==> src/rtl/pre_pkg.sv <==
// Shared register index type, constants and helper function of the peak rate estimator.
package pre_pkg;

  localparam int MAX_LEN_DEF     = 512;
  localparam int SAMPLE_BITS_DEF = 16;

  localparam int SR_W     = 12;
  localparam int TH_W     = 16;
  localparam int CFG_W    = 16;
  localparam int PEAK_W   = 9;
  localparam int RATE_W   = 25;
  localparam int REFR_W   = 11;
  localparam int FIFO_DEPTH = 2;

  // The rate scale 60 * 256 is split into 15 times a shift by 10.
  localparam int SCALE_SHIFT = 10;
  localparam int PROD_W      = PEAK_W + SR_W;
  localparam int NUM_W       = PROD_W + 4 + SCALE_SHIFT;

  localparam int RECIP5       = 6554;
  localparam int RECIP5_SHIFT = 15;

  localparam logic [SR_W-1:0]        SAMPLE_RATE_RST = SR_W'(250);
  localparam logic signed [TH_W-1:0] THRESHOLD_RST   = TH_W'(819);
  localparam logic [PEAK_W-1:0]      PEAK_MAX        = '1;

  typedef enum logic [0:0] {
    REG_SAMPLE_RATE    = 1'b0,
    REG_PEAK_THRESHOLD = 1'b1
  } reg_idx_t;

  // Refractory length floor(2 * rate / 5), as a multiply by a reciprocal.
  function automatic logic [REFR_W-1:0] refractory_len(input logic [SR_W-1:0] rate);
    logic [SR_W:0]    dbl;
    logic [SR_W+16:0] prod;
    dbl  = {rate, 1'b0};
    prod = (SR_W+17)'(dbl) * (SR_W+17)'(RECIP5);
    return prod[RECIP5_SHIFT +: REFR_W];
  endfunction

endpackage

==> src/rtl/pre_front.sv <==
// Front part: per-sample peak test, record counters and record hand-off.
module pre_front import pre_pkg::*; #(
  parameter int MAX_LEN     = MAX_LEN_DEF,
  parameter int SAMPLE_BITS = SAMPLE_BITS_DEF,
  parameter int LEN_W       = $clog2(MAX_LEN + 1)
) (
  input  logic                          clk,
  input  logic                          rst,
  input  logic                          accept,
  input  logic signed [SAMPLE_BITS-1:0] sample_value,
  input  logic                          last,
  input  logic [SR_W-1:0]               sample_rate_hz,
  input  logic signed [TH_W-1:0]        peak_threshold,
  output logic                          rec_push,
  output logic [PEAK_W+LEN_W:0]         rec_data
);

  localparam int CMP_W = (SAMPLE_BITS > TH_W) ? SAMPLE_BITS : TH_W;

  logic signed [SAMPLE_BITS-1:0] older_sample, older_sample_next;
  logic signed [SAMPLE_BITS-1:0] newer_sample, newer_sample_next;
  logic [REFR_W-1:0]             refractory_left, refractory_left_next;
  logic [PEAK_W-1:0]             peak_counter, peak_counter_next;
  logic [LEN_W-1:0]              sample_counter, sample_counter_next;
  logic                          overflow_flag, overflow_flag_next;

  logic signed [CMP_W-1:0] x_e, old_e, new_e, th_e;
  logic                    is_peak;

  assign x_e   = CMP_W'(sample_value);
  assign old_e = CMP_W'(older_sample);
  assign new_e = CMP_W'(newer_sample);
  assign th_e  = CMP_W'(peak_threshold);
  assign is_peak = (new_e > old_e) && (new_e > x_e) && (new_e > th_e);

  always_comb begin
    older_sample_next    = older_sample;
    newer_sample_next    = newer_sample;
    refractory_left_next = refractory_left;
    peak_counter_next    = peak_counter;
    sample_counter_next  = sample_counter;
    overflow_flag_next   = overflow_flag;
    if (sample_counter < LEN_W'(MAX_LEN)) begin
      if (sample_counter >= LEN_W'(2)) begin
        if (refractory_left != '0) begin
          refractory_left_next = refractory_left - REFR_W'(1);
        end else if (is_peak) begin
          if (peak_counter != PEAK_MAX) begin
            peak_counter_next = peak_counter + PEAK_W'(1);
          end
          refractory_left_next = refractory_len(sample_rate_hz);
        end
      end
      older_sample_next   = newer_sample;
      newer_sample_next   = sample_value;
      sample_counter_next = sample_counter + LEN_W'(1);
    end else begin
      overflow_flag_next = 1'b1;
    end
  end

  assign rec_push = accept && last;
  assign rec_data = {peak_counter_next, sample_counter_next, overflow_flag_next};

  always_ff @(posedge clk) begin
    if (rst) begin
      older_sample    <= '0;
      newer_sample    <= '0;
      refractory_left <= '0;
      peak_counter    <= '0;
      sample_counter  <= '0;
      overflow_flag   <= 1'b0;
    end else if (accept) begin
      if (last) begin
        older_sample    <= '0;
        newer_sample    <= '0;
        refractory_left <= '0;
        peak_counter    <= '0;
        sample_counter  <= '0;
        overflow_flag   <= 1'b0;
      end else begin
        older_sample    <= older_sample_next;
        newer_sample    <= newer_sample_next;
        refractory_left <= refractory_left_next;
        peak_counter    <= peak_counter_next;
        sample_counter  <= sample_counter_next;
        overflow_flag   <= overflow_flag_next;
      end
    end
  end

endmodule

==> src/rtl/pre_rec_fifo.sv <==
// Short queue of finished record summaries between the front and back parts.
module pre_rec_fifo import pre_pkg::*; #(
  parameter int WIDTH = 8,
  parameter int DEPTH = FIFO_DEPTH
) (
  input  logic             clk,
  input  logic             rst,
  input  logic             push,
  input  logic [WIDTH-1:0] wr_data,
  input  logic             pop,
  output logic [WIDTH-1:0] rd_data,
  output logic             full,
  output logic             empty
);

  localparam int PTR_W = (DEPTH > 1) ? $clog2(DEPTH) : 1;
  localparam int CNT_W = $clog2(DEPTH + 1);

  logic [WIDTH-1:0] mem [DEPTH];
  logic [PTR_W-1:0] wr_ptr, rd_ptr;
  logic [CNT_W-1:0] count;
  logic             do_push, do_pop;

  assign full    = (count == CNT_W'(DEPTH));
  assign empty   = (count == '0);
  assign do_push = push && !full;
  assign do_pop  = pop && !empty;
  assign rd_data = mem[rd_ptr];

  always_ff @(posedge clk) begin
    if (do_push) begin
      mem[wr_ptr] <= wr_data;
    end
  end

  always_ff @(posedge clk) begin
    if (rst) begin
      wr_ptr <= '0;
      rd_ptr <= '0;
      count  <= '0;
    end else begin
      if (do_push) begin
        wr_ptr <= (wr_ptr == PTR_W'(DEPTH - 1)) ? '0 : wr_ptr + PTR_W'(1);
      end
      if (do_pop) begin
        rd_ptr <= (rd_ptr == PTR_W'(DEPTH - 1)) ? '0 : rd_ptr + PTR_W'(1);
      end
      if (do_push && !do_pop) begin
        count <= count + CNT_W'(1);
      end else if (do_pop && !do_push) begin
        count <= count - CNT_W'(1);
      end
    end
  end

endmodule

==> src/rtl/pre_back.sv <==
// Back part: rate numerator, bit-serial division and the result register.
module pre_back import pre_pkg::*; #(
  parameter int LEN_W = 10
) (
  input  logic                  clk,
  input  logic                  rst,
  input  logic                  q_empty,
  input  logic [PEAK_W+LEN_W:0] q_data,
  output logic                  q_pop,
  input  logic [SR_W-1:0]       sample_rate_hz,
  input  logic                  pop,
  output logic                  empty,
  output logic [RATE_W-1:0]     rate_bpm_q8,
  output logic [PEAK_W-1:0]     peak_total,
  output logic [LEN_W-1:0]      record_length,
  output logic                  overflowed
);

  localparam int DCNT_W = $clog2(NUM_W);

  typedef enum logic [3:0] {
    S_IDLE = 4'b0001,
    S_MUL  = 4'b0010,
    S_DIV  = 4'b0100,
    S_LOAD = 4'b1000
  } state_t;

  state_t             state;
  logic [PEAK_W-1:0]  peaks;
  logic [LEN_W-1:0]   len;
  logic               ovf;
  logic [NUM_W-1:0]   dq;
  logic [LEN_W-1:0]   rem;
  logic [DCNT_W-1:0]  dcnt;
  logic               out_valid;

  logic [PROD_W-1:0]   prod;
  logic [PROD_W+3:0]   prod15;
  logic [NUM_W-1:0]    num;
  logic                rec_ok;
  logic [LEN_W:0]      rem_sh;
  logic                q_bit;
  logic                load;

  assign prod   = PROD_W'(peaks) * PROD_W'(sample_rate_hz);
  assign prod15 = {prod, 4'b0} - (PROD_W+4)'(prod);
  assign num    = {prod15, {SCALE_SHIFT{1'b0}}};
  assign rec_ok = (len >= LEN_W'(3)) && (sample_rate_hz != '0);

  assign rem_sh = {rem, dq[NUM_W-1]};
  assign q_bit  = (rem_sh >= {1'b0, len});

  assign q_pop = (state == S_IDLE) && !q_empty;
  assign load  = (state == S_LOAD) && (!out_valid || pop);
  assign empty = !out_valid;

  always_ff @(posedge clk) begin
    if (rst) begin
      state     <= S_IDLE;
      out_valid <= 1'b0;
    end else begin
      case (state)
        S_IDLE: begin
          if (!q_empty) begin
            state <= S_MUL;
          end
        end
        S_MUL: begin
          state <= rec_ok ? S_DIV : S_LOAD;
        end
        S_DIV: begin
          if (dcnt == '0) begin
            state <= S_LOAD;
          end
        end
        S_LOAD: begin
          if (load) begin
            state <= S_IDLE;
          end
        end
        default: begin
          state <= S_IDLE;
        end
      endcase
      if (load) begin
        out_valid <= 1'b1;
      end else if (pop && out_valid) begin
        out_valid <= 1'b0;
      end
    end
  end

  always_ff @(posedge clk) begin
    if (q_pop) begin
      {peaks, len, ovf} <= q_data;
    end
    if (state == S_MUL) begin
      dq   <= rec_ok ? num : '0;
      rem  <= '0;
      dcnt <= DCNT_W'(NUM_W - 1);
    end
    if (state == S_DIV) begin
      rem  <= q_bit ? LEN_W'(rem_sh - {1'b0, len}) : rem_sh[LEN_W-1:0];
      dq   <= {dq[NUM_W-2:0], q_bit};
      dcnt <= dcnt - DCNT_W'(1);
    end
    if (load) begin
      rate_bpm_q8   <= dq[RATE_W-1:0];
      peak_total    <= peaks;
      record_length <= len;
      overflowed    <= ovf;
    end
  end

endmodule

==> src/rtl/peak_rate_estimator_core.sv <==
// Top level of the peak rate estimator: configuration registers and part wiring.
//
// Samples enter on the input queue port: a transfer happens when push is high
// and full is low. A sample with last high closes its record. Each record
// gives one result on the output queue port, shown while empty is low and
// taken when pop is high. Peak testing runs at one sample per cycle while
// full is low. A finished record summary waits in a two-entry queue. The
// back part takes it, forms the rate numerator and runs its one-bit-per-cycle
// divider over a 35-bit numerator, taking no new record until the result is
// loaded. A record shorter than three samples, or one taken at a zero sample
// rate, skips the divider. If records close faster than the back part takes
// them, the queue fills and full rises until it catches up. A result held
// by a stalled receiver stays on the output ports while the next record is
// divided behind it. Reset empties all queues, clears the record state and
// restores the sample rate to 250 Hz and the threshold to 819. The user
// writes configuration with cfg_write, cfg_index and cfg_data only while no
// record is in flight; the block itself does not enforce this.
module peak_rate_estimator_core import pre_pkg::*; #(
  parameter int MAX_LEN     = MAX_LEN_DEF,
  parameter int SAMPLE_BITS = SAMPLE_BITS_DEF,
  parameter int LEN_W       = $clog2(MAX_LEN + 1)
) (
  input  logic                          clk,
  input  logic                          rst,
  input  logic                          push,
  output logic                          full,
  input  logic signed [SAMPLE_BITS-1:0] sample_value,
  input  logic                          last,
  output logic                          empty,
  input  logic                          pop,
  output logic [RATE_W-1:0]             rate_bpm_q8,
  output logic [PEAK_W-1:0]             peak_total,
  output logic [LEN_W-1:0]              record_length,
  output logic                          overflowed,
  input  logic                          cfg_write,
  input  logic [0:0]                    cfg_index,
  input  logic [CFG_W-1:0]              cfg_data
);

  logic [SR_W-1:0]        sample_rate_hz;
  logic signed [TH_W-1:0] peak_threshold;
  logic                   accept;
  logic                   rec_push;
  logic [PEAK_W+LEN_W:0]  rec_data, q_data;
  logic                   q_pop, q_empty;

  always_ff @(posedge clk) begin
    if (rst) begin
      sample_rate_hz <= SAMPLE_RATE_RST;
      peak_threshold <= THRESHOLD_RST;
    end else if (cfg_write) begin
      case (cfg_index)
        REG_SAMPLE_RATE:    sample_rate_hz <= cfg_data[SR_W-1:0];
        REG_PEAK_THRESHOLD: peak_threshold <= cfg_data[TH_W-1:0];
        default: begin
        end
      endcase
    end
  end

  assign accept = push && !full;

  pre_front #(
    .MAX_LEN    (MAX_LEN),
    .SAMPLE_BITS(SAMPLE_BITS),
    .LEN_W      (LEN_W)
  ) u_front (
    .clk           (clk),
    .rst           (rst),
    .accept        (accept),
    .sample_value  (sample_value),
    .last          (last),
    .sample_rate_hz(sample_rate_hz),
    .peak_threshold(peak_threshold),
    .rec_push      (rec_push),
    .rec_data      (rec_data)
  );

  pre_rec_fifo #(
    .WIDTH(PEAK_W + LEN_W + 1),
    .DEPTH(FIFO_DEPTH)
  ) u_fifo (
    .clk    (clk),
    .rst    (rst),
    .push   (rec_push),
    .wr_data(rec_data),
    .pop    (q_pop),
    .rd_data(q_data),
    .full   (full),
    .empty  (q_empty)
  );

  pre_back #(
    .LEN_W(LEN_W)
  ) u_back (
    .clk           (clk),
    .rst           (rst),
    .q_empty       (q_empty),
    .q_data        (q_data),
    .q_pop         (q_pop),
    .sample_rate_hz(sample_rate_hz),
    .pop           (pop),
    .empty         (empty),
    .rate_bpm_q8   (rate_bpm_q8),
    .peak_total    (peak_total),
    .record_length (record_length),
    .overflowed    (overflowed)
  );

endmodule

==> config.mk <==
export PLATFORM = sky130hd
export DESIGN_NAME = peak_rate_estimator_core
export DESIGN_NICKNAME = d
export VERILOG_FILES = /design/src/rtl/pre_pkg.sv /design/src/rtl/pre_front.sv /design/src/rtl/pre_rec_fifo.sv /design/src/rtl/pre_back.sv /design/src/rtl/peak_rate_estimator_core.sv
export SDC_FILE = /design/constraint.sdc
export NUM_CORES = 1
export LEC_CHECK = 0
export BUFFER_PORTS_ARGS = -buffer_cell sky130_fd_sc_hd__buf_2
export CAP_MARGIN = 20
export CORE_ASPECT_RATIO = 0.8
export CORE_UTILIZATION = 55
export CTS_CLUSTER_DIAMETER = 80
export DETAILED_ROUTE_END_ITERATION = 10
export PLACE_DENSITY = 0.83
export SYNTH_ARGS = -nofsm -noshare
export SYNTH_HDL_FRONTEND = slang
export SYNTH_SLANG_ARGS = --single-unit
==> constraint.sdc <==
create_clock -name clk -period 11.3 [get_ports clk]
set_clock_uncertainty 0.2 [all_clocks]
set_input_delay 0.565 -clock clk [delete_from_list [all_inputs] [get_ports clk]]
set_output_delay 0.565 -clock clk [all_outputs]
set_load 0.02 [all_outputs]
==> impl_metrics.py, run 1 <==
metrics = {
    "run_status": {
        "outcome": "finished clean",
    },
    "sta": {
        "maxSlewViolCount": 0,
        "finalCritPeriodShare_pct": 67.3,
        "rsz0062_at_grt": "false",
        "tightestPinTransition_ns": 0.971,
        "setup_violations": 0,
        "max_clock_freq_mhz": 131,
        "slew_headroom_pct": 35.2,
        "finalSetupTns_ns": 0,
        "final-hold-violation-count": 0,
        "fin_crit_ns": 7.61,
    },
    "global_route": {
        "grt_max_degree": 73,
        "antenna_found_initial": 1,
        "grt_pass1_wl_um": 70000,
        "grt_pass1_vias": 14300,
        "grt_overflow_total": 0,
        "grt_usage_pct": 24.3,
    },
    "min_path": {
        "hold_class": "in -> reg",
        "hold_end": "peak_threshold[13]",
        "whs_path_depth": 3,
        "hp-start": "cfg_data[13]",
    },
    "synth": {
        "syn_inst": 1929,
        "synth_ff_type": "edfxtp_1",
        "ys_seq_elements": 256,
        "synth.avg_cell_area_sq_um": 9.85,
        "syn-cell-area_sq_mm": 0.0190,
        "yosys_warnings": 0,
        "synth_fp_nets": 2292,
        "seq_area_frac_synth_pct": 35.2,
        "synth-edff-count": 156,
        "async_reset_ff_share_pct": 0,
        "yosysUniqueCellTypes": 78,
    },
    "clock_network": {
        "clockBufferDepth": 3,
        "cts_tree": "yes",
        "cts.hold.buffers_added": 0,
        "cts.sinks": 256,
        "clk_latency_ns": 0.56,
        "cts_setup_buffers": 0,
        "cts_resized": 0,
        "root_buffer": "clkbuf_16",
        "cts_made_buffers": 27,
        "clk_pin_slew_ns": 0.06,
        "h-tree-depth": 1,
    },
    "floorplan": {
        "die_h_um": 168,
        "start_util_pct": 56.2,
        "design.core.area_sq_mm": 0.0338,
        "dieWidth_um": 210,
        "floorplan.rows": 60,
        "dieArea_sq_mm": 0.0353,
        "ioPinCount": 86,
    },
    "worst_setup_path": {
        "required_ns": 11.42,
        "crit_arrival_ns": 7.73,
        "reg2reg_slack_ns": 3.69,
        "cpMaxStageDelayCell": "dfxtp_1",
        "max_stage_delay_ns": 0.73,
        "cp_max_fo": 15,
        "rr_worst_depth": 23,
        "reg2reg_from": "sample_rate_hz[6]",
        "end_kind": "flop",
        "critPathLaunchType": "flop",
        "cp_cell_sequence": "nand2_1, fa_1, inv_1, fa_1, fa_1, inv_1, fa_1, inv_1, ha_1, o211ai_1, a21oi_1, nor2_1, o31ai_1, xor2_1, inv_1, ha_1, and3_1, and3_1, a2111oi_0, o21ai_0, a311o_1, and4_1, a211o_1",
        "rr_endpoint": "u_back.dq[31]",
        "criticalPathCategory": "reg -> reg",
    },
    "placement": {
        "place_hpwl_um": 32200,
        "portBuffers": 85,
        "gp_congestion": 0.904,
    },
    "routing": {
        "drc": 0,
        "wl_um": 41900,
        "antenna_left": 0,
        "via_per_inst": 5.80,
        "detailroute.via_count": 14200,
        "wl_per_cell_um": 17.1,
        "drtPass1Iterations": 7,
        "drtIter0Drc": 1052,
    },
    "cells_and_area": {
        "num_antenna_cells": 0,
        "final_common_cell": "inv_1",
        "areaGrowthSynthToFinish_pct": 9.15,
        "nets": 2352,
        "final_cell_mix": "inv_1, ha_1, nand2_1",
        "nFillCells": 2676,
        "drive_gt1_share_pct": 9.56,
    },
    "run": {
        "maxCapViolCount": 0,
    },
}
-- cell type report --
type | count | area (sq um) | share of cell area, %
Tap cell | 434 | 543 | 2.62
Inverter | 291 | 1090 | 5.27
Clock inverter | 11 | 135 | 0.652
Clock buffer | 38 | 800 | 3.86
Sequential cell | 256 | 6690 | 32.2
Multi-Input combinational cell | 1317 | 11000 | 52.9
Timing Repair Buffer | 96 | 508 | 2.45
-- critical path, delay by kind of cell, from the launching register on --
family	cells	cell delay, ns
fa+ha+maj	6	2.81
xor+xnor	1	0.35
buf+inv	4	0.23
simple gates	5	0.87
flops	1	0.73
compound gates	7	2.19
-- flip-flops by register name, summed over array words and instances, names as in the netlist, 2 cells and up --
name,count
u_fifo.mem,40
u_back.dq,35
u_back.rate_bpm_q8,25
peak_threshold,16
u_front.new_e,16
u_front.old_e,16
sample_rate_hz,12
u_front.refractory_left,11
u_back.len,10
u_back.record_length,10
u_back.rem,10
u_front.sample_counter,10
u_back.peak_total,9
u_back.peaks,9
u_front.peak_counter,9
u_back.dcnt,6
u_back.state,4
u_fifo.count,2
-- worst max-delay path by stage --
stage / startpoint / end / slack, ns / cells after the start
2_1_floorplan: sample_rate_hz[0] / u_back.dq[31] / 4.58 / 24
3_3_place_gp: sample_rate_hz[0] / u_back.dq[31] / 3.97 / 23
3_5_place_dp: sample_rate_hz[0] / u_back.dq[31] / 3.79 / 23
4_1_cts: sample_rate_hz[0] / u_back.dq[31] / 3.78 / 23
5_1_grt: sample_rate_hz[0] / u_back.dq[31] / 3.29 / 23
6_report: sample_rate_hz[6] / u_back.dq[31] / 3.69 / 23
-- stage by stage --
step | cell area [sq um] | std cells | setup slack [ns] | utilization (%) | hold WS [ns]
final | 20700 | 2443 | 3.69 | 61.4 | 0.0626
after global routing | 20700 | 2443 | 3.29 | 61.4 | 0.0701
after CTS | 20700 | 2442 | 3.78 | 61.4 | 0.0486
after detailed placement | 19800 | 2393 | 3.79 | 58.6 | 0.217
after global placement | 19800 | 2392 | 3.97 | 58.6 | 0.209
after floorplan | 19000 | 1929 | 4.58 | - | 0.200
-- synthesized netlist by cell type (7+ instances only) --
| cell type | number | area share [%] |
|---|---|---|
| nand2_1 | 190 | 3.8 |
| o21bai_1 | 10 | 0.40 |
| inv_1 | 291 | 5.7 |
| and4_1 | 7 | 0.32 |
| dfxtp_1 | 100 | 11 |
| o211ai_1 | 26 | 1.0 |
| a2111oi_0 | 8 | 0.37 |
| xnor2_1 | 42 | 1.9 |
| nor4_1 | 9 | 0.30 |
| a211o_1 | 8 | 0.37 |
| fa_1 | 110 | 12 |
| mux2i_1 | 11 | 0.58 |
| nor2b_1 | 9 | 0.30 |
| and3_1 | 9 | 0.30 |
| a22oi_1 | 40 | 1.6 |
| xor2_1 | 31 | 1.4 |
| ha_1 | 214 | 14 |
| nand3_1 | 26 | 0.68 |
| a21o_1 | 27 | 1.1 |
| o31ai_1 | 12 | 0.47 |
| o21ai_0 | 60 | 1.6 |
| mux2_2 | 24 | 1.4 |
| a211oi_1 | 11 | 0.43 |
| o21a_1 | 11 | 0.43 |
| nand4_1 | 16 | 0.53 |
| and2_1 | 80 | 2.6 |
| nor3_1 | 22 | 0.58 |
| a31oi_1 | 11 | 0.36 |
| nand2b_1 | 13 | 0.43 |
| a21oi_1 | 88 | 2.3 |
| clkbuf_1 | 57 | 1.1 |
| or3_1 | 9 | 0.30 |
| edfxtp_1 | 156 | 25 |
| nor2_1 | 104 | 2.1 |
-- cells by family (layout without fill, tap and decap cells) --
| family | after synthesis | after routing | share of synthesized area [%] |
|---|---|---|---|
| AOI/OAI and AO/OA | 353 | 353 | 12.4 |
| muxes | 35 | 35 | 2.00 |
| xor gates and xnor gates | 74 | 74 | 3.48 |
| buffers and inverters | 356 | 436 | 7.18 |
| and+or+nand+nor | 531 | 531 | 14.0 |
| adders and majority gates | 324 | 324 | 25.7 |
| DFF | 256 | 256 | 35.2 |
-- routing by layer --
metal / track usage [%] / up-vias / wire, um
met4: 6.66 / 2 / 1080
met5: 0 / - / 16
li1: - / 6737 / -
met1: 32.9 / 6890 / 18600
met2: 39.5 / 451 / 19300
met3: 4.91 / 79 / 2920
Power of run 1 is left out: the tool's default activity adds up to more than one toggle a clock period on the data nets, which glitch-free logic cannot reach.
==> inputs of run 2 (changes only) <==
Clock period 11.3 ns to 7.9 ns, I/O delays scaled along.
==> run 2 against run 1 <==
Against the previous run:
- worst setup slack worse by 3.3 ns
- flip-flop and latch count unchanged
- die area is the same
- final area is 1.5% higher
- fmax grew 1.8%
- register-to-register slack worse by 3.3 ns
- count of clock-buffer cells in the layout down 8
- sequential share of layout area is 0.45 points lower
- non-clock buffer count increased by 37
- worst hold slack lost 0.051 ns
==> impl_metrics.py, run 2 (same netlist as run 1, synthesis figures left out) <==
metrics = {
    "run_status": {
        "outcome": "finished clean",
    },
    "routing": {
        "via_per_inst": 5.73,
        "drc": 0,
        "wl_per_cell_um": 17.0,
        "met2_length_um": 20000,
        "route.met3.wl_um": 2580,
        "routed.top_layer": "met5",
        "drtIter0Drc": 1000,
        "wl_um": 42200,
        "drtPass1Iterations": 8,
        "detailroute.via_count": 14200,
        "wl_met1_um": 18800,
        "antenna_left": 0,
    },
    "sta": {
        "finalCritPeriodShare_pct": 94.6,
        "fin_crit_ns": 7.47,
        "finalSetupTns_ns": 0,
        "maxSlewViolCount": 0,
        "final-hold-violation-count": 0,
        "setup_violations": 0,
        "rsz0062_at_grt": "false",
        "tightestPinTransition_ns": 0.987,
        "slew_headroom_pct": 34.1,
        "max_clock_freq_mhz": 134,
    },
    "cells_and_area": {
        "largest_register_ffs": 40,
        "num_antenna_cells": 0,
        "final_cell_mix": "inv_1, ha_1, nand2_1",
        "drive_gt1_share_pct": 9.78,
        "final_common_cell": "inv_1",
        "nets": 2388,
        "areaGrowthSynthToFinish_pct": 10.8,
        "reg_top3": "u_fifo.mem x40, u_back.dq x35, u_back.rate_bpm_q8 x25",
        "top_register": "u_fifo.mem",
    },
    "floorplan": {
        "floorplan.rows": 60,
        "design.core.area_sq_mm": 0.0338,
        "dieWidth_um": 210,
        "dieArea_sq_mm": 0.0353,
        "die_h_um": 168,
        "ioPinCount": 86,
        "start_util_pct": 56.2,
    },
    "clock_network": {
        "root_buffer": "clkbuf_16",
        "cts.sinks": 256,
        "h-tree-depth": 1,
        "cts_tree": "yes",
        "clockBufferDepth": 3,
        "cts_made_buffers": 26,
        "clk_pin_slew_ns": 0.06,
        "clk_latency_ns": 0.54,
    },
    "global_route": {
        "grt_pass1_vias": 14500,
        "grt_pass1_wl_um": 70700,
        "grt_overflow_total": 0,
        "antenna_found_initial": 4,
        "grt_max_degree": 70,
        "grt_usage_pct": 24.3,
    },
    "worst_setup_path": {
        "cp_max_fo": 15,
        "criticalPathCategory": "reg -> reg",
        "crit_arrival_ns": 7.56,
        "critPathLaunchType": "flop",
        "max_stage_delay_ns": 0.65,
        "cpMaxStageDelayCell": "dfxtp_1",
        "end_kind": "flop",
        "cp_cell_sequence": "nand2_1, fa_1, fa_1, inv_1, fa_1, inv_1, fa_1, inv_1, ha_1, o211ai_1, a21oi_1, nor2_1, o31ai_1, xor2_1, inv_1, ha_1, and3_1, and3_1, a2111oi_0, o21ai_0, a311o_1, and4_1, a211o_1",
        "required_ns": 7.99,
    },
    "run": {
        "maxCapViolCount": 0,
    },
    "min_path": {
        "hold_class": "in -> reg",
    },
    "placement": {
        "gp_congestion": 0.934,
        "place_hpwl_um": 32100,
        "portBuffers": 85,
    },
}
-- run 2: worst paths after layout --
path | start | end | slack (ns) | depth (start not counted)
hold / removal | cfg_data[1] | sample_rate_hz[1] | 0.01 | 3
setup reg to reg | sample_rate_hz[4] | u_back.dq[31] | 0.43 | 23
hold reg to reg | u_back.ovf | u_back.overflowed | 0.22 | 0
setup / recovery | sample_rate_hz[4] | u_back.dq[31] | 0.43 | 23
-- run 2: repair_timing --
item                                   4_1_cts  5_1_grt
gates resized for setup                      0        3
hold buffers                                31        0
endpoints found under the hold margin       39        0
setup endpoints to repair                    0        2
setup buffers                                0        0
-- run 2: worst max-delay path: cells and delay by family, from the launching register on --
kind                     cells  cell delay (ns)
AND/OR/NAND/NOR              5             0.86
flip-flops                   1             0.65
XOR/XNOR                     1             0.29
adder cells (fa/ha/maj)      6             2.80
AO/OA/AOI/OAI                7             2.18
buffers and inverters        4             0.24
-- run 2: cell type report --
cell class	instances	area, sq um
fill	2675	12700
multi-input combinational	1317	11000
sequential	256	6690
inverter	291	1090
timing repair buffer	133	863
clock buffer	30	697
tap	434	543
clock inverter	18	185
-- run 2: per-stage QoR --
step | setup WS (ns) | instance area, sq um | utilization, % | instances | hold slack [ns]
floorplan | 1.18 | 19000 | - | 1929 | 0.200
global placement | 0.719 | 19800 | 58.7 | 2399 | 0.206
detailed placement | 0.421 | 19800 | 58.7 | 2399 | 0.210
CTS | 0.394 | 21000 | 62.3 | 2478 | 0.00575
global route | 0.0343 | 21000 | 62.3 | 2479 | 0.0230
finish | 0.427 | 21000 | 62.3 | 2479 | 0.0111
-- run 2: layer usage --
| metal | global-route usage, % | vias to the layer above |
|---|---|---|
| met1 | 32.8 | 6876 |
| met5 | 0 | - |
| li1 | - | 6824 |
| met2 | 41.3 | 425 |
| met3 | 3.67 | 71 |
| met4 | 5.55 | 2 |
Power of run 2 is left out for the same reason.
